===== config.mk =====
export PLATFORM = sky130hd
export DESIGN_NAME = record_decimation_filter
export DESIGN_NICKNAME = d
export VERILOG_FILES = /design/src/rtl/core/rdf_pkg.sv /design/src/rtl/core/rdf_decim_ctr.sv /design/src/rtl/core/record_decimation_filter.sv
export SDC_FILE = /design/constraint.sdc
export NUM_CORES = 1
export LEC_CHECK = 0
export BUFFER_PORTS_ARGS = -buffer_cell sky130_fd_sc_hd__buf_2
export CORE_UTILIZATION = 55
export CTS_CLUSTER_DIAMETER = 80
export DETAILED_ROUTE_END_ITERATION = 8
export PLACE_DENSITY_LB_ADDON = 0.12
export SKIP_LAST_GASP = 1
export SLEW_MARGIN = 20
export SYNTH_ARGS = -nofsm -noshare
export SYNTH_HDL_FRONTEND = slang
export SYNTH_SLANG_ARGS = --single-unit

===== constraint.sdc =====
create_clock -name clock -period 5.5 [get_ports clock]
set_input_delay 0.275 -clock clock [delete_from_list [all_inputs] [get_ports clock]]
set_output_delay 0.275 -clock clock [all_outputs]
set_load 0.05 [all_outputs]

===== src/rtl/core/rdf_pkg.sv =====
// rdf_pkg: shared constants, codes and helpers of the record decimation filter
// no dependencies

package rdf_pkg;

   // repetitions of one task iteration for the multi-instance sensor types
   localparam int IMU_COUNT   = 2;
   localparam int BARO_COUNT  = 2;
   localparam int MAG_COUNT   = 1;
   localparam int ACCEL_COUNT = 1;

   localparam int NUM_TYPES = 11;
   localparam int NUM_DECIM = 7;

   localparam int TYPE_W   = 4;
   localparam int DIDX_W   = 3;
   localparam int CNT_W    = 8;
   localparam int REPS_W   = 4;
   localparam int RATE_W   = 4;
   localparam int MASK_W   = 11;
   localparam int PERIOD_W = RATE_W + 1 + REPS_W;
   localparam int DATA_W   = 32;
   localparam int ADDR_W   = 3;

   // entry type codes
   localparam logic [TYPE_W-1:0] TYPE_IMU    = 4'd0;
   localparam logic [TYPE_W-1:0] TYPE_BARO   = 4'd1;
   localparam logic [TYPE_W-1:0] TYPE_MAG    = 4'd2;
   localparam logic [TYPE_W-1:0] TYPE_ACCEL  = 4'd3;
   localparam logic [TYPE_W-1:0] TYPE_FLIGHT = 4'd4;
   localparam logic [TYPE_W-1:0] TYPE_LAST   = 4'd10;

   // recorder status codes
   localparam logic [1:0] STATUS_OFF   = 2'd0;
   localparam logic [1:0] STATUS_FILL  = 2'd1;
   localparam logic [1:0] STATUS_FLASH = 2'd2;

   // register index, taken from word address bit of the csr port
   localparam logic REG_TYPE_MASK  = 1'b0;
   localparam logic REG_RATE_INDEX = 1'b1;

   localparam logic [MASK_W-1:0] TYPE_MASK_RESET = 11'h7FF;
   localparam logic [DATA_W-1:0] MOST_NEG        = 32'h8000_0000;

   // counter step request from the datapath to the decimation counters
   typedef struct packed {
      logic              step;
      logic [TYPE_W-1:0] entry_type;
   } decim_req_type;

   function automatic logic [REPS_W-1:0] reps_of(input logic [DIDX_W-1:0] idx);
      logic [REPS_W-1:0] reps;
      case (idx)
         TYPE_IMU[DIDX_W-1:0]:   reps = REPS_W'(IMU_COUNT);
         TYPE_BARO[DIDX_W-1:0]:  reps = REPS_W'(BARO_COUNT);
         TYPE_MAG[DIDX_W-1:0]:   reps = REPS_W'(MAG_COUNT);
         TYPE_ACCEL[DIDX_W-1:0]: reps = REPS_W'(ACCEL_COUNT);
         default:                reps = REPS_W'(1);
      endcase
      return reps;
   endfunction

endpackage


===== src/rtl/core/rdf_decim_ctr.sv =====
// rdf_decim_ctr: per-type decimation counters and the skip decision
// depends on rdf_pkg

module rdf_decim_ctr import rdf_pkg::*; (
   input  logic              clock,
   input  logic              reset,
   input  logic              clear,
   input  logic [RATE_W-1:0] rate_index,
   input  decim_req_type     req,
   output logic              skip
);

   logic [CNT_W-1:0]    cnt_ff [NUM_DECIM];
   logic [CNT_W-1:0]    cnt_in [NUM_DECIM];
   logic                decimated;
   logic [DIDX_W-1:0]   idx;
   logic [REPS_W-1:0]   reps;
   logic [PERIOD_W-1:0] period;
   logic [CNT_W-1:0]    cnt_cur;
   logic [PERIOD_W-1:0] cnt_inc;

   // counters only ever hold values below the period (cleared on rate change),
   // so the modulo reduces to a wrap compare
   assign decimated = (req.entry_type < TYPE_W'(NUM_DECIM)) && (rate_index != '0);
   assign idx       = req.entry_type[DIDX_W-1:0];
   assign reps      = reps_of(idx);
   assign period    = PERIOD_W'((PERIOD_W'(rate_index) + PERIOD_W'(1)) * PERIOD_W'(reps));
   assign cnt_cur   = (idx < DIDX_W'(NUM_DECIM)) ? cnt_ff[idx] : '0;
   assign cnt_inc   = PERIOD_W'(cnt_cur) + PERIOD_W'(1);
   assign skip      = decimated && (PERIOD_W'(cnt_cur) >= PERIOD_W'(reps));

   always_comb begin
      for (int i = 0; i < NUM_DECIM; i++) begin
         cnt_in[i] = cnt_ff[i];
         if (clear) begin
            cnt_in[i] = '0;
         end else if (req.step && decimated && (idx == DIDX_W'(i))) begin
            cnt_in[i] = (cnt_inc == period) ? '0 : cnt_inc[CNT_W-1:0];
         end
      end
   end

   always_ff @(posedge clock) begin
      for (int i = 0; i < NUM_DECIM; i++) begin
         if (reset) begin
            cnt_ff[i] <= '0;
         end else begin
            cnt_ff[i] <= cnt_in[i];
         end
      end
   end

endmodule


===== src/rtl/core/record_decimation_filter.sv =====
// record_decimation_filter: top level of the log entry decimation filter
// depends on rdf_pkg and rdf_decim_ctr
//
// usage
// - req channel (valid/ready) carries one log entry per item: timestamp, type,
//   recorder status and the flight info height, velocity and acceleration
// - rsp channel (valid/ready) returns one item per entry: the keep flag and the
//   running maxima of height, velocity and acceleration with their timestamps
// - csr port (apb style, 32-bit data): word 0 type_mask, word 1 rate_index;
//   writing rate_index clears all decimation counters; write only when idle
// - an accepted entry moves into the input register and then into the result
//   register, where rsp_valid rises; one item per cycle is sustained while rsp
//   is taken, set by the single compute stage between the input register
//   and the result register (counter step and three max compares in parallel)
// - a stalled rsp holds the result register; the input register still takes
//   one more item, after which req_ready drops until the result is taken
// - reset clears counters, maxima to the most negative value, times to zero,
//   type_mask to all ones and rate_index to zero; both channels empty

module record_decimation_filter import rdf_pkg::*; (
   input  logic                     clock,
   input  logic                     reset,

   input  logic                     req_valid,
   output logic                     req_ready,
   input  logic [31:0]              req_timestamp,
   input  logic [TYPE_W-1:0]        req_entry_type,
   input  logic [1:0]               req_recorder_status,
   input  logic signed [31:0]       req_height,
   input  logic signed [31:0]       req_velocity,
   input  logic signed [31:0]       req_acceleration,

   output logic                     rsp_valid,
   input  logic                     rsp_ready,
   output logic                     rsp_keep,
   output logic signed [31:0]       rsp_peak_height,
   output logic [31:0]              rsp_peak_height_time,
   output logic signed [31:0]       rsp_peak_velocity,
   output logic [31:0]              rsp_peak_velocity_time,
   output logic signed [31:0]       rsp_peak_accel,
   output logic [31:0]              rsp_peak_accel_time,

   input  logic                     csr_psel,
   input  logic                     csr_penable,
   input  logic                     csr_pwrite,
   input  logic [ADDR_W-1:0]        csr_paddr,
   input  logic [DATA_W-1:0]        csr_pwdata,
   output logic [DATA_W-1:0]        csr_prdata,
   output logic                     csr_pready
);

   // configuration registers
   logic [MASK_W-1:0]  type_mask_ff, type_mask_in;
   logic [RATE_W-1:0]  rate_index_ff, rate_index_in;
   logic               csr_wr;
   logic               rate_wr;

   // input register stage
   logic               s1_valid_ff, s1_valid_in;
   logic [31:0]        s1_ts_ff;
   logic [TYPE_W-1:0]  s1_type_ff;
   logic [1:0]         s1_status_ff;
   logic signed [31:0] s1_height_ff, s1_velocity_ff, s1_accel_ff;

   // result register stage
   logic               rsp_valid_ff, rsp_valid_in;
   logic               rsp_keep_ff, rsp_keep_in;

   // running maxima, also drive the result payload directly
   logic signed [31:0] pk_height_ff, pk_height_in;
   logic signed [31:0] pk_velocity_ff, pk_velocity_in;
   logic signed [31:0] pk_accel_ff, pk_accel_in;
   logic [31:0]        pk_height_t_ff, pk_height_t_in;
   logic [31:0]        pk_velocity_t_ff, pk_velocity_t_in;
   logic [31:0]        pk_accel_t_ff, pk_accel_t_in;

   logic               req_accept;
   logic               out_free;
   logic               s1_adv;
   logic [15:0]        mask_ext;
   logic               admitted;
   logic               peak_upd;
   logic               skip;
   decim_req_type      decim_req;

   // handshake: the result register frees when empty or being taken
   assign out_free   = !rsp_valid_ff || rsp_ready;
   assign s1_adv     = s1_valid_ff && out_free;
   assign req_ready  = !s1_valid_ff || out_free;
   assign req_accept = req_valid && req_ready;

   assign s1_valid_in  = req_accept ? 1'b1 : (s1_adv ? 1'b0 : s1_valid_ff);
   assign rsp_valid_in = s1_adv ? 1'b1 : (rsp_ready ? 1'b0 : rsp_valid_ff);

   // admission: status at least fill-queue and mask bit set; types above ten
   // see a zero bit in the extended mask
   assign mask_ext = {(16 - MASK_W)'(0), type_mask_ff};
   assign admitted = (s1_status_ff != STATUS_OFF) && (s1_type_ff <= TYPE_LAST)
                     && mask_ext[s1_type_ff];
   assign peak_upd = s1_adv && admitted && (s1_type_ff == TYPE_FLIGHT)
                     && (s1_status_ff == STATUS_FLASH);

   assign decim_req.step       = s1_adv && admitted;
   assign decim_req.entry_type = s1_type_ff;

   rdf_decim_ctr u_decim (
      .clock      (clock),
      .reset      (reset),
      .clear      (rate_wr),
      .rate_index (rate_index_ff),
      .req        (decim_req),
      .skip       (skip)
   );

   assign rsp_keep_in = s1_adv ? (admitted && !skip) : rsp_keep_ff;

   // strict greater-than so an equal value never moves the timestamp
   always_comb begin
      pk_height_in     = pk_height_ff;
      pk_height_t_in   = pk_height_t_ff;
      pk_velocity_in   = pk_velocity_ff;
      pk_velocity_t_in = pk_velocity_t_ff;
      pk_accel_in      = pk_accel_ff;
      pk_accel_t_in    = pk_accel_t_ff;
      if (peak_upd) begin
         if (s1_height_ff > pk_height_ff) begin
            pk_height_in   = s1_height_ff;
            pk_height_t_in = s1_ts_ff;
         end
         if (s1_velocity_ff > pk_velocity_ff) begin
            pk_velocity_in   = s1_velocity_ff;
            pk_velocity_t_in = s1_ts_ff;
         end
         if (s1_accel_ff > pk_accel_ff) begin
            pk_accel_in   = s1_accel_ff;
            pk_accel_t_in = s1_ts_ff;
         end
      end
   end

   // csr decode by word address bit, byte offset ignored
   assign csr_wr  = csr_psel && csr_penable && csr_pwrite;
   assign rate_wr = csr_wr && (csr_paddr[2] == REG_RATE_INDEX);

   always_comb begin
      type_mask_in  = type_mask_ff;
      rate_index_in = rate_index_ff;
      if (csr_wr) begin
         case (csr_paddr[2])
            REG_TYPE_MASK:  type_mask_in  = csr_pwdata[MASK_W-1:0];
            REG_RATE_INDEX: rate_index_in = csr_pwdata[RATE_W-1:0];
            default:        type_mask_in  = type_mask_ff;
         endcase
      end
   end

   always_comb begin
      case (csr_paddr[2])
         REG_TYPE_MASK:  csr_prdata = {(DATA_W - MASK_W)'(0), type_mask_ff};
         REG_RATE_INDEX: csr_prdata = {(DATA_W - RATE_W)'(0), rate_index_ff};
         default:        csr_prdata = '0;
      endcase
   end

   assign csr_pready = 1'b1;

   // control state
   always_ff @(posedge clock) begin
      if (reset) begin
         s1_valid_ff      <= 1'b0;
         rsp_valid_ff     <= 1'b0;
         rsp_keep_ff      <= 1'b0;
         type_mask_ff     <= TYPE_MASK_RESET;
         rate_index_ff    <= '0;
         pk_height_ff     <= MOST_NEG;
         pk_velocity_ff   <= MOST_NEG;
         pk_accel_ff      <= MOST_NEG;
         pk_height_t_ff   <= '0;
         pk_velocity_t_ff <= '0;
         pk_accel_t_ff    <= '0;
      end else begin
         s1_valid_ff      <= s1_valid_in;
         rsp_valid_ff     <= rsp_valid_in;
         rsp_keep_ff      <= rsp_keep_in;
         type_mask_ff     <= type_mask_in;
         rate_index_ff    <= rate_index_in;
         pk_height_ff     <= pk_height_in;
         pk_velocity_ff   <= pk_velocity_in;
         pk_accel_ff      <= pk_accel_in;
         pk_height_t_ff   <= pk_height_t_in;
         pk_velocity_t_ff <= pk_velocity_t_in;
         pk_accel_t_ff    <= pk_accel_t_in;
      end
   end

   // input payload register, no reset
   always_ff @(posedge clock) begin
      if (req_accept) begin
         s1_ts_ff       <= req_timestamp;
         s1_type_ff     <= req_entry_type;
         s1_status_ff   <= req_recorder_status;
         s1_height_ff   <= req_height;
         s1_velocity_ff <= req_velocity;
         s1_accel_ff    <= req_acceleration;
      end
   end

   assign rsp_valid              = rsp_valid_ff;
   assign rsp_keep               = rsp_keep_ff;
   assign rsp_peak_height        = pk_height_ff;
   assign rsp_peak_height_time   = pk_height_t_ff;
   assign rsp_peak_velocity      = pk_velocity_ff;
   assign rsp_peak_velocity_time = pk_velocity_t_ff;
   assign rsp_peak_accel         = pk_accel_ff;
   assign rsp_peak_accel_time    = pk_accel_t_ff;

   // maxima never fall outside reset
   a_height_monotonic: assert property (@(posedge clock) disable iff (reset)
      !$past(reset) |-> (pk_height_ff >= $past(pk_height_ff)))
      else $error("peak height decreased");

   // a timestamp moves only together with its maximum
   a_accel_time_follows: assert property (@(posedge clock) disable iff (reset)
      (!$past(reset) && $stable(pk_accel_ff)) |-> $stable(pk_accel_t_ff))
      else $error("peak accel time changed without a new maximum");

   // entries of unknown type are never kept
   a_bad_type_dropped: assert property (@(posedge clock) disable iff (reset)
      (s1_adv && (s1_type_ff > TYPE_LAST)) |=> !rsp_keep_ff)
      else $error("entry of unknown type kept");

   // the result register is only reloaded when free
   a_no_overwrite: assert property (@(posedge clock) disable iff (reset)
      (rsp_valid_ff && !rsp_ready) |=> ($stable(rsp_keep_ff) && !$past(s1_adv)))
      else $error("stalled result overwritten");

endmodule


Word-level counts from Yosys, hierarchy flattened

Memories as Yosys holds them, arrays and structs flattened. A register that Yosys moved wholly into a read port is not among the register bits.
Index checks and enable logic that the tools add are counted.

Latch bits: 0
ROM bits: 0
Bits in registers: 344
Bits of input ports: 176
Logic and storage cells: 132
Memories kept: 1
RAM bits: 56

Bitwise operators: 8
Eq/ne operators: 16
Magnitude comparators: 8
Multiplexer cells: 35
Add/sub/neg operators: 2
Reductions and logical operators: 44
Div/mod/pow operators: 0
Shift operators: 0
Multiply operators: 1

Memories:

| memory         | depth | bits a word | rd ports | clocked after memory_dff | write ports | line                | RTL |
|---|---|---|---|---|---|---|---|
| u_decim.cnt_ff | 7     | 8           | 1        | 1                        | 7           | rdf_decim_ctr.sv:13 | `logic [CNT_W-1:0] cnt_ff [NUM_DECIM];` |

Operator list:

| operator                                                    | count |
|---|---|
| 2-to-1 mux 8 bit                                            | 23 |
| > comparator 32 bit                                         | 3 |
| one-hot mux 32 bit (2 select lines)                         | 1 |
| AND reduction 2 bit                                         | 12 |
| logical AND 1 bit                                           | 21 |
| inequality test 2 bit (second input constant)               | 7 |
| adder 8 x 1 -> 9 bit (second input constant)                | 1 |
| == test 3 bit (second input constant)                       | 3 |
| == test 9 bit                                               | 1 |
| multiplier 9 x 2 -> 9 bit                                   | 1 |
| greater-or-equal comparator 8 x 2 -> 1 bit                  | 1 |
| 2-to-1 mux 1 bit                                            | 8 |
| OR 1 bit                                                    | 7 |
| == test 3 x 2 -> 1 bit (second input constant)              | 2 |
| nonzero test 2 bit                                          | 3 |
| adder 4 x 1 -> 5 bit (second input constant)                | 1 |
| less-than comparator 4 x 5 -> 1 bit (second input constant) | 1 |
| binary-select mux 1 bit (select 4 bit)                      | 1 |
| == test 4 x 3 -> 1 bit (second input constant)              | 1 |
| less-or-equal comparator 4 bit (second input constant)      | 1 |
| less-than comparator 4 x 3 -> 1 bit (second input constant) | 1 |
| nonzero test 4 bit                                          | 1 |
| == test 3 x 1 -> 1 bit (second input constant)              | 1 |
| zero test 1 bit                                             | 3 |
| 8 further kinds                                             | 9 |

Depth between registers and ports, before layout

Gate-level depths: netlist of run 1.

Depth after elaboration: 9
Gate-level depth with buffers: 12

Modules after synthesis

From an unflattened synthesis of run 1, not the netlist that was laid out.

Cells, all modules: 1,674
Area, all modules: 19,140.9 sq um

Modules (own cells, without submodules):

| module                   | cells each | area an instance (sq um) | instances | seq. area each (sq um) |
|---|---|---|---|---|
| record_decimation_filter | 1,335      | 15,508.6                 | 1         | 8,227.9 |
| rdf_decim_ctr            | 339        | 3,632.2                  | 1         | 1,681.6 |

Least setup slack after synthesis of run 1

Ideal clock, no wire load.

Path kind: register -> register
From: register rsp_valid_ff, in the netlist rsp_valid
To: register s1_accel_ff[0], enable pin
Path buffers: 0
Setup slack: 1,132 ps
Required time: 5,014 ps
Arrival: 3,882 ps
Setup time: 486 ps
Stages on the path, launching flop included: 5
Path through: dfxtp_1 > nor2b_1 > nand2_1 > nand2_1 > inv_1

Longest elaborated chain between the ends: 4

Ends and longest elaborated chain:

| element                | line                            | RTL |
|---|---|---|
| from (decl)            | record_decimation_filter.sv:66  | `logic rsp_valid_ff, rsp_valid_in;` |
| from (signal assigned) | record_decimation_filter.sv:183 | `rsp_valid_ff <= rsp_valid_in;` |
| zero test 1 bit        | record_decimation_filter.sv:87  | `assign out_free = !rsp_valid_ff \|\| rsp_ready;` |
| logical OR 1 bit       | record_decimation_filter.sv:87  |  |
| logical OR 1 bit       | record_decimation_filter.sv:89  | `assign req_ready = !s1_valid_ff \|\| out_free;` |
| via req_ready          | record_decimation_filter.sv:25  | `output logic req_ready,` |
| logical AND 1 bit      | record_decimation_filter.sv:90  | `assign req_accept = req_valid && req_ready;` |
| via req_accept         | record_decimation_filter.sv:77  | `logic req_accept;` |
| to (signal assigned)   | record_decimation_filter.sv:204 | `s1_accel_ff <= req_acceleration;` |
| to (decl)              | record_decimation_filter.sv:63  | `logic signed [31:0] s1_height_ff, s1_velocity_ff, s1_accel_ff;` |

The timed path passes the listed nets, and every way through them passes these cells.
A chain may end at the register's enable or synchronous reset.

Worst setup path in the final report of run 1

From: register s1_type_ff[0]
To: register pk_height_t_ff[3], in the netlist rsp_peak_height_time[3]

Longest elaborated chain between the ends: 7
Elaborated cells on any way between the ends: 10
Those cells by class: 1 x order compare; 1 x eq/ne; 2 x mux; 6 x reduce/logical

Ends and longest elaborated chain:

| element                                                                                  | line                                                           | RTL |
|---|---|---|
| from (decl)                                                                              | record_decimation_filter.sv:61                                 | `logic [TYPE_W-1:0] s1_type_ff;` |
| from (signal assigned)                                                                   | record_decimation_filter.sv:200                                | `s1_type_ff <= req_entry_type;` |
| binary-select mux 1 bit (select 4 bit) or less-or-equal comparator 4 bit (tied branches) | record_decimation_filter.sv:99, record_decimation_filter.sv:98 |  |
| 2-to-1 mux 1 bit (implied by the code) or logical AND 1 bit (tied branches)              | record_decimation_filter.sv:99, record_decimation_filter.sv:98 |  |
| logical AND 1 bit                                                                        | record_decimation_filter.sv:99                                 | `&& mask_ext[s1_type_ff];` |
| logical AND 1 bit                                                                        | record_decimation_filter.sv:100                                | `assign peak_upd = s1_adv && admitted && (s1_type_ff == TYPE_FLIGHT)` |
| logical AND 1 bit (*)                                                                    | record_decimation_filter.sv:100                                |  |
| logical AND 1 bit (*)                                                                    | record_decimation_filter.sv:101                                | `&& (s1_status_ff == STATUS_FLASH);` |
| AND reduction 2 bit (no line) (*)                                                        | n/a                                                            |  |
| to (signal assigned)                                                                     | record_decimation_filter.sv:190                                | `pk_height_t_ff <= pk_height_t_in;` |
| to (decl)                                                                                | record_decimation_filter.sv:73                                 | `logic [31:0] pk_height_t_ff, pk_height_t_in;` |

Every way passes the cells marked *; elsewhere a longest branch is shown, timed or not. The select of a mux whose other input is x is not followed.

==> results of run 1 <==
==> area by class of cell <==
type                            instances  area, sq um
Tap cell                              442          553
Timing Repair Buffer                  520         3390
Fill cell                            2408         9560
Inverter                              106          403
Clock buffer                           69         1310
Sequential cell                       403         9970
Clock inverter                         10         73.8
Multi-Input combinational cell       1091         7190
Antenna cell                            3         7.51
==> Yosys cell counts, types with 10 or more instances <==
| cell | n | share of area (%) |
|---|---|---|
| nand4_1 | 25 | 0.86 |
| inv_1 | 105 | 2.2 |
| buf_2 | 15 | 0.41 |
| nor3_1 | 51 | 1.4 |
| mux2i_1 | 91 | 5.0 |
| clkbuf_1 | 68 | 1.4 |
| nand2_1 | 61 | 1.3 |
| edfxtp_1 | 190 | 31 |
| buf_4 | 28 | 1.2 |
| nor2_1 | 111 | 2.3 |
| mux2_2 | 10 | 0.62 |
| buf_1 | 10 | 0.21 |
| dfxtp_1 | 213 | 24 |
| a21o_1 | 25 | 1.0 |
| nor2b_1 | 16 | 0.55 |
| a21oi_1 | 163 | 4.5 |
| ha_1 | 102 | 7.0 |
| o21ai_1 | 39 | 1.1 |
| nand2b_1 | 13 | 0.45 |
| o21ai_0 | 105 | 2.9 |
| nand3_1 | 136 | 3.8 |
| o211ai_1 | 10 | 0.41 |
==> report_power, final <==
| part | switching [mW] | internal, mW |
|---|---|---|
| clock network | 1.15 | 1.67 |
| logic | 0.335 | 0.240 |
| registers | 0.0627 | 3.24 |
==> how the worst max path moves through the flow <==
stage / startpoint / endpoint / slack, ns
after floorplan: rsp_valid / s1_accel_ff[0] / 1.13
after global placement: s1_type_ff[0] / rsp_peak_height[0] / 1.55
after detailed placement: s1_type_ff[0] / rsp_peak_height_time[3] / 1.53
after CTS: s1_type_ff[0] / rsp_peak_height_time[3] / 1.53
after global routing: s1_type_ff[0] / rsp_peak_height[0] / 1.26
final: s1_type_ff[0] / rsp_peak_height_time[3] / 1.54
==> cells in the final DEF (no fill, tap or decap), types with 16 or more instances in the layout <==
cell           count
nor2_1           110
inv_1            104
conb_1            23
o21ai_1           39
nand3_1          135
nand4_1           25
nand2_1           61
nor2b_1           16
dfxtp_1          213
a21oi_1          163
clkbuf_16         45
buf_2            357
ha_1             102
nor3_1            51
a21o_1            24
dlygate4sd3_1    146
o21ai_0          105
edfxtp_1         190
mux2i_1           90
==> critical path: stages (launching register included) <==
cell and delay, ns:
edfxtp_1 0.59, mux4_2 0.44, and3b_1 0.21, nand4_1 0.49, o21bai_2 0.45, nor2_1 0.16, and3_2 0.81, buf_4 0.41
o21ai_0 0.12, a21oi_1 0.17
==> per-stage QoR <==
| stage | instance area [sq um] | hold WS, ns | instances | worst slack [ns] | power (mW) |
|---|---|---|---|---|---|
| after floorplan | 18200 | 0.374 | 1729 | 1.13 | 3.70 |
| after global placement | 20000 | 0.448 | 2416 | 1.55 | 3.83 |
| after detailed placement | 20000 | 0.453 | 2416 | 1.53 | 3.84 |
| after CTS | 22900 | 0.0507 | 2641 | 1.53 | 6.71 |
| after global routing | 22900 | 0.0930 | 2644 | 1.26 | 6.89 |
| final | 22900 | 0.0638 | 2644 | 1.54 | 6.69 |
==> cells by family after synthesis <==
logic type / share of synthesized area (%)
buf+inv: 5.91
other cells: 0.0415
fa+ha+maj: 7.05
flops: 55.0
xor+xnor: 0.656
simple gates: 12.5
compound gates: 12.3
mux: 6.49
==> flip-flops by register name (all words and copies together), names as in the netlist, named ones only <==
signal,count
rsp_peak_height_time,32
rsp_peak_velocity,32
u_decim.cnt_ff,56
s1_height_ff,32
rsp_peak_velocity_time,32
rate_index_ff,4
rsp_valid,1
s1_type_ff,4
s1_ts_ff,32
type_mask_ff,11
rsp_peak_height,32
rsp_peak_accel_time,32
rsp_keep,1
s1_status_ff,2
s1_valid_ff,1
s1_velocity_ff,32
rsp_peak_accel,32
s1_accel_ff,32
==> routing by layer <==
layer / wire (um) / up-vias
met5: 0 / -
met4: 1870 / 0
met3: 4460 / 113
met2: 24700 / 578
met1: 20000 / 7097
li1: - / 7010
==> timing repair <==
item                                    4_1_cts  5_1_grt
endpoints found under the hold margin       153        0
endpoints found under the setup margin        0        0
hold buffers                                146        0
==> Implementation_results.wiki, run 1 <==
{| class="wikitable"
! Metric !! Value
|-
| H-tree depth || 2
|-
| Distinct cell type count of the synthesized netlist || 78
|-
| End of the worst register-to-register path || rsp_peak_height_time[3]
|-
| Die Wd || 183 um
|-
| Final hold violations || 0
|-
| Critical Path End Type || flip-flop
|-
| HPWL after DPL || 33.8 mm
|-
| TritonCTS clock tree || done
|-
| Cells after Synth || 1708
|-
| Final setup skew || 0.0198 ns
|-
| Worst reg2reg startpoint || s1_type_ff[0]
|-
| Critical path start-end classification || flip-flop to flip-flop
|-
| Data required, critical path || 5.95 ns
|-
| Antenna violations before repair || 4
|-
| Post-CTS setup buffer count || 0
|-
| Post-synth EDFFs || 190
|-
| Worst setup slack for register-to-register paths || 1.54 ns
|-
| Tot GR Track Use || 29.9%
|-
| Yosys reg bits || 403
|-
| Crit path arrival time || 4.41 ns
|-
| Cts bufs inserted || 43
|-
| R2R depth || 9
|-
| RePlAce Congestion || 0.931
|-
| Total congestion overflow || 0
|-
| Input/output buffers || 358
|-
| Number of cells traversed by the worst hold path || 4
|-
| First-pass GRT wire length || 78.4 mm
|-
| Fraction of met3 tracks used by global routing || 8.04%
|-
| Layout cells sized above 1 || 21.7%
|-
| Kind of path behind the tightest hold check || input pin to flip-flop
|-
| Number of global-route vias before repair || 14680
|-
| Most Used Layer, Global Route || met2
|-
| Met1 layer usage reported by global route || 36.1%
|-
| Antenna Violating Nets Remaining || 0
|-
| Resized cells post-CTS || 0
|-
| Destination of the worst hold path || rsp_valid
|-
| Maximum number of pins on one net before global-route repair || 89
|-
| Slew at the pin closest to its max-slew limit || 1.04 ns
|-
| CP max FO || 43
|-
| Core outline area || 32500 sq um
|-
| Worst slew margin || 30.7%
|-
| Launching element type of the critical path || flip-flop
|-
| First-pass iteration count of the detailed router || 6
|-
| Die Y || 183 um
|-
| Die area || 33700 sq um
|-
| Final critical-path share of the clock period || 72.1%
|-
| Mean area per synthesized cell || 10.6 sq um
|-
| Worst vdd rail ir drop || 0.259 mV
|-
| Maximum clock path buffer count || 3
|-
| Clock latency at the later pin of the worst-skew pair || 0.54 ns
|-
| Area added between synthesis and finish || 26.4%
|-
| Post-detailed-routing wire length || 51.0 mm
|-
| Total via count after detailed routing || 14798
|-
| Run status || finished, final reports clean
|-
| Count of final max-slew check failures || 0
|-
| Clk pin slew, worst setup/hold paths || 0.06 ns
|-
| Net count, final || 2443
|-
| # rows || 66
|-
| Sequential-to-total area share from yosys stat || 55.0%
|-
| Clock root buffer || clkbuf_16
|-
| GR met2 Demand/Resource || 50.7%
|-
| Synthesized cell area || 18100 sq um
|-
| Setup Total Neg Slack || 0 ns
|-
| RSZ-0062 raised after global routing || false
|-
| Synthesis warning total || 0
|-
| Leakage || 9.06 nW
|-
| Avg Vias per Cell || 5.60
|-
| DRC errors left || 0
|-
| Sink count of the clock tree || 403
|-
| Final setup violation count || 0
|-
| DRT iter0 DRCs || 1048
|-
| Highest achievable clock rate || 252 MHz
|-
| Cell area power density || 292 nW/um^2
|-
| Share of the core filled with cells in the final layout || 70.5%
|-
| Initial Utilization || 55.8%
|-
| Post-layout minimum cycle time || 3.96 ns
|-
| Launch instance of the worst min-delay path || rsp_ready
|-
| Routed wire per std cell || 19.3 um
|-
| Asr flop ratio synth || 0%
|-
| Commonest register cell after synthesis || dfxtp_1
|-
| Max Cap Violations || 0
|-
| IO Count || 404
|}
Power figures use the tool's default switching activity.
==> run 2, diff against run 1 <==
Clock period 5.5 ns to 3.89 ns, I/O delays scaled along.
==> run 2 against run 1 <==
  * The run now ends with design-rule violations left
  * Final cell count is 0.68% higher
  * Count of clock-buffer cells in the layout shrank 7
  * Maximum frequency is 14% higher
  * Clock power increased by 46%
  * Wire length increased by 1.4%
  * Core utilization is 0.87 points higher
  * Flip-flop and latch count unchanged
  * Critical path depth decreased by 1
  * Highest routed layer unchanged
==> Implementation_results.wiki, run 2 (same netlist as run 1, synthesis figures left out) <==
{| class="wikitable"
! Metric !! Value
|-
| Cts bufs inserted || 43
|-
| CP max FO || 33
|-
| Final setup violation count || 0
|-
| Setup Total Neg Slack || 0 ns
|-
| Flip-flop count of the largest register, all copies and words added || 56
|-
| Internal power consumption || 7.30 mW
|-
| First-pass GRT wire length || 79.7 mm
|-
| Layout cells sized above 1 || 22.5%
|-
| Core outline area || 32500 sq um
|-
| Die area || 33700 sq um
|-
| Sw power || 2.29 mW
|-
| Count of final max-slew check failures || 0
|-
| Final hold violations || 0
|-
| Part of the total power dissipated in the clock network || 42.7%
|-
| Cell total after placement || 2430
|-
| Max Cap Violations || 0
|-
| # fillers || 2344
|-
| Data required, critical path || 4.37 ns
|-
| Post-route worst setup slack || 0.427 ns
|-
| HPWL after DPL || 33.9 mm
|-
| Fraction of power consumed by combinational cells || 8.8%
|-
| Highest achievable clock rate || 289 MHz
|-
| Power share of the sequential group || 48.5%
|-
| Post-placement setup slack || 0.457 ns
|-
| Final setup skew || 0.0238 ns
|-
| Post-layout instance area || 23200 sq um
|-
| Tot GR Track Use || 30.5%
|-
| Total via count after detailed routing || 14901
|-
| Total congestion overflow || 0
|-
| Antenna Violating Nets Remaining || 0
|-
| First-pass iteration count of the detailed router || 7
|-
| Critical path start-end classification || flip-flop to flip-flop
|-
| DRC errors left || 2
|-
| DRT iter0 DRCs || 980
|-
| Non-filler instance count after layout || 2662
|-
| Launching element type of the critical path || flip-flop
|-
| Register containing the most flip-flops in the final layout || u_decim.cnt_ff
|-
| Initial Utilization || 55.8%
|-
| Total power of the final layout || 9.60 mW
|-
| Most frequent standard cell in the layout excluding fill and tap cells || buf_2
|-
| Worst vdd rail ir drop || 0.373 mV
|-
| Post-layout minimum cycle time || 3.46 ns
|-
| Maximum number of pins on one net before global-route repair || 134
|-
| Sw frac || 23.9%
|-
| Number of global-route vias before repair || 14851
|-
| Post-detailed-routing wire length || 51.8 mm
|-
| Run status || finished with violations
|-
| Placement Cell Area || 20200 sq um
|-
| Area added between synthesis and finish || 27.9%
|-
| Clock root buffer || clkbuf_16
|-
| RSZ-0062 raised after global routing || false
|-
| Clk pin slew, worst setup/hold paths || 0.06 ns
|-
| Leakage || 9.20 nW
|-
| # rows || 66
|-
| Area taken by multi-input logic gates || 7190 sq um
|-
| Routed wire per std cell || 19.4 um
|-
| Most frequent cells in the layout || 357 x buf_2, 212 x dfxtp_1, 190 x edfxtp_1, 163 x a21oi_1, 150 x dlygate4sd3_1
|-
| Crit path arrival time || 3.94 ns
|-
| Sink count of the clock tree || 403
|-
| Net count, final || 2461
|-
| IO Count || 404
|-
| Maximum clock path buffer count || 3
|-
| Die Wd || 183 um
|-
| Input/output buffers || 358
|-
| Kind of path behind the tightest hold check || input pin to flip-flop
|-
| Die Y || 183 um
|-
| Cell area power density || 414 nW/um^2
|-
| H-tree depth || 2
|-
| Failing checks || design-rule violations
|-
| Slew at the pin closest to its max-slew limit || 1.10 ns
|-
| RePlAce Congestion || 0.873
|-
| TritonCTS clock tree || done
|-
| Reg area || 9970 sq um
|-
| Critical Path End Type || flip-flop
|-
| Clock latency at the later pin of the worst-skew pair || 0.58 ns
|-
| Final critical-path share of the clock period || 89.0%
|-
| Antenna violations before repair || 1
|-
| Worst slew margin || 26.7%
|-
| Post-CTS setup buffer count || 0
|-
| Avg Vias per Cell || 5.60
|}
[run 2: changes by cell type in the layout (fill, tap and decap cells not counted), sizes merged]
cell         before  now
buf             374  388
clkbuf           69   62
clkinv            9   15
dlygate4sd3     146  150
clkinvlp          0    2
diode             3    2
[run 2: cell type report]
type / instances / share of cell area, %
antenna: 2 / 0.0216
clock buffer: 62 / 5.57
clock inverter: 18 / 0.567
inverter: 106 / 1.73
multi-input combinational: 1091 / 31.0
sequential: 403 / 43.0
tap: 442 / 2.39
timing repair buffer: 538 / 15.7
[run 2: stage by stage]
step	hold WS, ns	utilization (%)
CTS	0.167	71.4
floorplan	0.293	-
detailed placement	0.373	62.4
global route	0.207	71.4
global placement	0.371	62.4
finish	0.207	71.4
[run 2: worst max-delay path: stages, from the launching register on]
cell	delay, ns
edfxtp_1	0.65
mux4_2	0.30
and3b_1	0.21
nand4_1	0.46
a31oi_1	0.45
and4b_2	0.75
buf_12	0.26
o21ai_0	0.10
a21oi_1	0.17
[run 2: metal layers]
| metal | share of wire (%) | vias to the layer above | track usage, % | wire length (um) |
|---|---|---|---|---|
| met3 | 7.8 | 109 | 7.59 | 4030 |
| met4 | 3.6 | 0 | 11.5 | 1850 |
| met1 | 40 | 7197 | 37.1 | 20700 |
| met5 | 0 | - | 0 | 0 |
| met2 | 49 | 559 | 52.2 | 25100 |
| li1 | - | 7036 | - | - |
[run 2: power by group through the flow]
stage / sequential, mW / clock (mW) / combinational (mW)
after floorplan: 4.72 / 0 / 0.501
after global placement: 4.74 / 0 / 0.694
after detailed placement: 4.74 / 0 / 0.707
after CTS: 4.65 / 4.15 / 0.832
after global routing: 4.67 / 4.31 / 0.910
final: 4.66 / 4.10 / 0.840
[run 2: worst paths after layout]
check / startpoint / end / slack [ns] / depth (start not counted)
max reg2reg: s1_type_ff[1] / rsp_peak_velocity[30] / 0.43 / 8
min: csr_penable / type_mask_ff[1] / 0.21 / 5
max: s1_type_ff[1] / rsp_peak_velocity[30] / 0.43 / 8
min reg2reg: rsp_peak_height_time[18] / rsp_peak_height_time[18] / 0.46 / 2
[run 2: repair_timing]
action                    in CTS  in global routing
hold buffers                 150                  0
gates resized for setup        0                  0
hold endpoints to repair     167                  0
==> run 3, diff against run 2 <==
Clock period 3.89 ns to 3.8 ns, I/O delays scaled along.
==> run 3 against run 2 <==
  * The flow now finishes without violations
  * Largest cell class unchanged
  * Via count is 0.52% higher
  * Flip-flop and latch count did not move
  * Sequential power grew 2%
  * Clock power up 1%
  * Wire length rose by 1.4%
  * Clock skew rose by 0.0012 ns
  * Global-route usage rose by 0.089 points
  * Largest power group unchanged
  * Sequential share of layout area increased by 0.098 points
  * Critical path type unchanged
  * Register-to-register slack got worse by 0.08 ns
  * Non-clock buffer count down 2
  * Count of clock-buffer cells in the layout rose by 3
  * Setup slack worse by 0.078 ns
==> Implementation_results.wiki, run 3 (same netlist as run 1, synthesis figures left out) <==
{| class="wikitable"
! Metric !! Value
|-
| RSZ-0062 raised after global routing || false
|-
| Highest achievable clock rate || 290 MHz
|-
| Sw power || 2.31 mW
|-
| Flip-flop count of the largest register, all copies and words added || 56
|-
| Post-detailed-routing wire length || 52.5 mm
|-
| Critical path start-end classification || flip-flop to flip-flop
|-
| Die area || 33700 sq um
|-
| Area added between synthesis and finish || 27.7%
|-
| Share of the core filled with cells in the final layout || 71.2%
|-
| Internal power consumption || 7.45 mW
|-
| Total via count after detailed routing || 14978
|-
| Final hold violations || 0
|-
| Critical Path End Type || flip-flop
|-
| Non-filler instance count after layout || 2659
|-
| Net count, final || 2459
|-
| Kind of path behind the tightest hold check || input pin to flip-flop
|-
| Worst vdd rail ir drop || 0.464 mV
|-
| Most frequent standard cell in the layout excluding fill and tap cells || buf_2
|-
| Core outline area || 32500 sq um
|-
| Most frequent cells in the layout || 357 x buf_2, 212 x dfxtp_1, 190 x edfxtp_1, 163 x a21oi_1, 148 x dlygate4sd3_1
|-
| Input/output buffers || 358
|-
| Sw frac || 23.7%
|-
| Avg Vias per Cell || 5.63
|-
| Clock root buffer || clkbuf_16
|-
| DRT iter0 DRCs || 1158
|-
| Reg area || 9970 sq um
|-
| Clock latency at the later pin of the worst-skew pair || 0.57 ns
|-
| Worst setup slack for register-to-register paths || 0.35 ns
|-
| Cell area power density || 422 nW/um^2
|-
| Post-layout minimum cycle time || 3.45 ns
|-
| Length of routed met2 wiring || 25.1 mm
|-
| Antenna Violating Nets Remaining || 0
|-
| Count of final max-slew check failures || 0
|-
| Die Y || 183 um
|-
| # rows || 66
|-
| Area taken by multi-input logic gates || 7190 sq um
|-
| Data required, critical path || 4.09 ns
|-
| # fillers || 2367
|-
| First-pass GRT wire length || 79.8 mm
|-
| Cell total after placement || 2430
|-
| Antenna violations before repair || 3
|-
| TritonCTS clock tree || done
|-
| Clk pin slew, worst setup/hold paths || 0.06 ns
|-
| Maximum clock path buffer count || 3
|-
| Part of the total power dissipated in the clock network || 42.4%
|-
| Total power of the final layout || 9.76 mW
|-
| HPWL after DPL || 33.7 mm
|-
| Leakage || 9.17 nW
|-
| H-tree depth || 2
|-
| Initial Utilization || 55.8%
|-
| Sink count of the clock tree || 403
|-
| Highest routed metal layer || met4
|-
| Power share of the sequential group || 48.9%
|-
| Run status || finished, final reports clean
|-
| Routed wire per std cell || 19.8 um
|-
| Routed wl met3 || 4.61 mm
|-
| Max Cap Violations || 0
|-
| Final setup skew || 0.0250 ns
|-
| DRC errors left || 0
|-
| Final critical-path share of the clock period || 90.8%
|-
| RePlAce Congestion || 0.926
|-
| Tot GR Track Use || 30.6%
|-
| Die Wd || 183 um
|-
| Fraction of power consumed by combinational cells || 8.8%
|-
| Layout cells sized above 1 || 22.4%
|-
| Slew at the pin closest to its max-slew limit || 1.11 ns
|-
| Final setup violation count || 0
|-
| Maximum number of pins on one net before global-route repair || 135
|-
| Resized cells post-CTS || 0
|-
| First-pass iteration count of the detailed router || 7
|-
| Cts bufs inserted || 43
|-
| Setup Total Neg Slack || 0 ns
|-
| Register containing the most flip-flops in the final layout || u_decim.cnt_ff
|-
| Number of global-route vias before repair || 14697
|-
| Wire length on met1 || 20.5 mm
|-
| Launching element type of the critical path || flip-flop
|-
| Total congestion overflow || 0
|-
| CP max FO || 40
|-
| Worst slew margin || 25.6%
|-
| Crit path arrival time || 3.74 ns
|-
| IO Count || 404
|}
==> run 3: cell types whose count changed in the layout (fill, tap and decap cells not counted), moves of 2 or more <==
cell / previous run / this run
dlygate4sd3_1: 150 / 148
clkbuf_8: 10 / 8
clkbuf_1: 7 / 12
inv_6: 2 / 0
clkinv_1: 5 / 2
==> run 3: cell type report <==
| type | count | area share, % |
|---|---|---|
| antenna | 2 | 0.0216 |
| clock buffer | 65 | 5.54 |
| inverter | 106 | 1.74 |
| timing repair buffer | 536 | 15.6 |
| multi-input combinational | 1091 | 31.1 |
| tap | 442 | 2.39 |
| clock inverter | 14 | 0.519 |
| sequential | 403 | 43.1 |
==> run 3: repair_timing <==
| action | 4_1_cts | 5_1_grt |
|---|---|---|
| hold buffers | 148 | 0 |
| endpoints found under the setup margin | 0 | 0 |
| endpoints found under the hold margin | 154 | 0 |
| setup buffers | 0 | 0 |
==> run 3: path summary, 6_finish.rpt <==
kind              cells after the start                         to                       from
hold / removal                        2    rsp_peak_accel_time[10]                      reset
setup / recovery                     11       u_decim.cnt_ff[3][2]                  flip-flop
setup reg to reg                     11       u_decim.cnt_ff[3][2]                  flip-flop
hold reg to reg                       2  rsp_peak_velocity_time[3]  rsp_peak_velocity_time[3]
==> run 3: metal layers <==
metal,vias to the layer above,track usage (%)
li1,7046,-
met1,7164,36.9
met2,634,51.3
met3,134,7.94
met4,0,14.0
met5,-,0
==> run 3: worst max-delay path: stages, from the launching register on <==
cell       delay [ns]
dfxtp_1          0.70
mux2_1           0.38
o211a_1          0.26
o21ai_4          0.27
inv_1            0.08
ha_1             0.33
o21ai_0          0.10
a2bb2oi_1        0.24
nand4_2          0.16
nor4b_4          0.29
buf_12           0.25
nor3_1           0.10
==> run 3: power groups by stage <==
stage | clock (mW) | combinational [mW] | sequential (mW)
3_5_place_dp | 0 | 0.718 | 4.86
5_1_grt | 4.37 | 0.925 | 4.78
6_report | 4.14 | 0.857 | 4.77
2_1_floorplan | 0 | 0.512 | 4.83
3_3_place_gp | 0 | 0.705 | 4.85
4_1_cts | 4.19 | 0.847 | 4.77
==> run 3: stage by stage <==
step / hold WS, ns / setup slack, ns / instance area, sq um
3_5_place_dp: 0.368 / 0.405 / 20200
5_1_grt: 0.0664 / 0.0524 / 23100
2_1_floorplan: 0.289 / 0.00377 / 18200
6_report: 0.0632 / 0.349 / 23100
3_3_place_gp: 0.366 / 0.350 / 20200
4_1_cts: 0.0383 / 0.354 / 23100
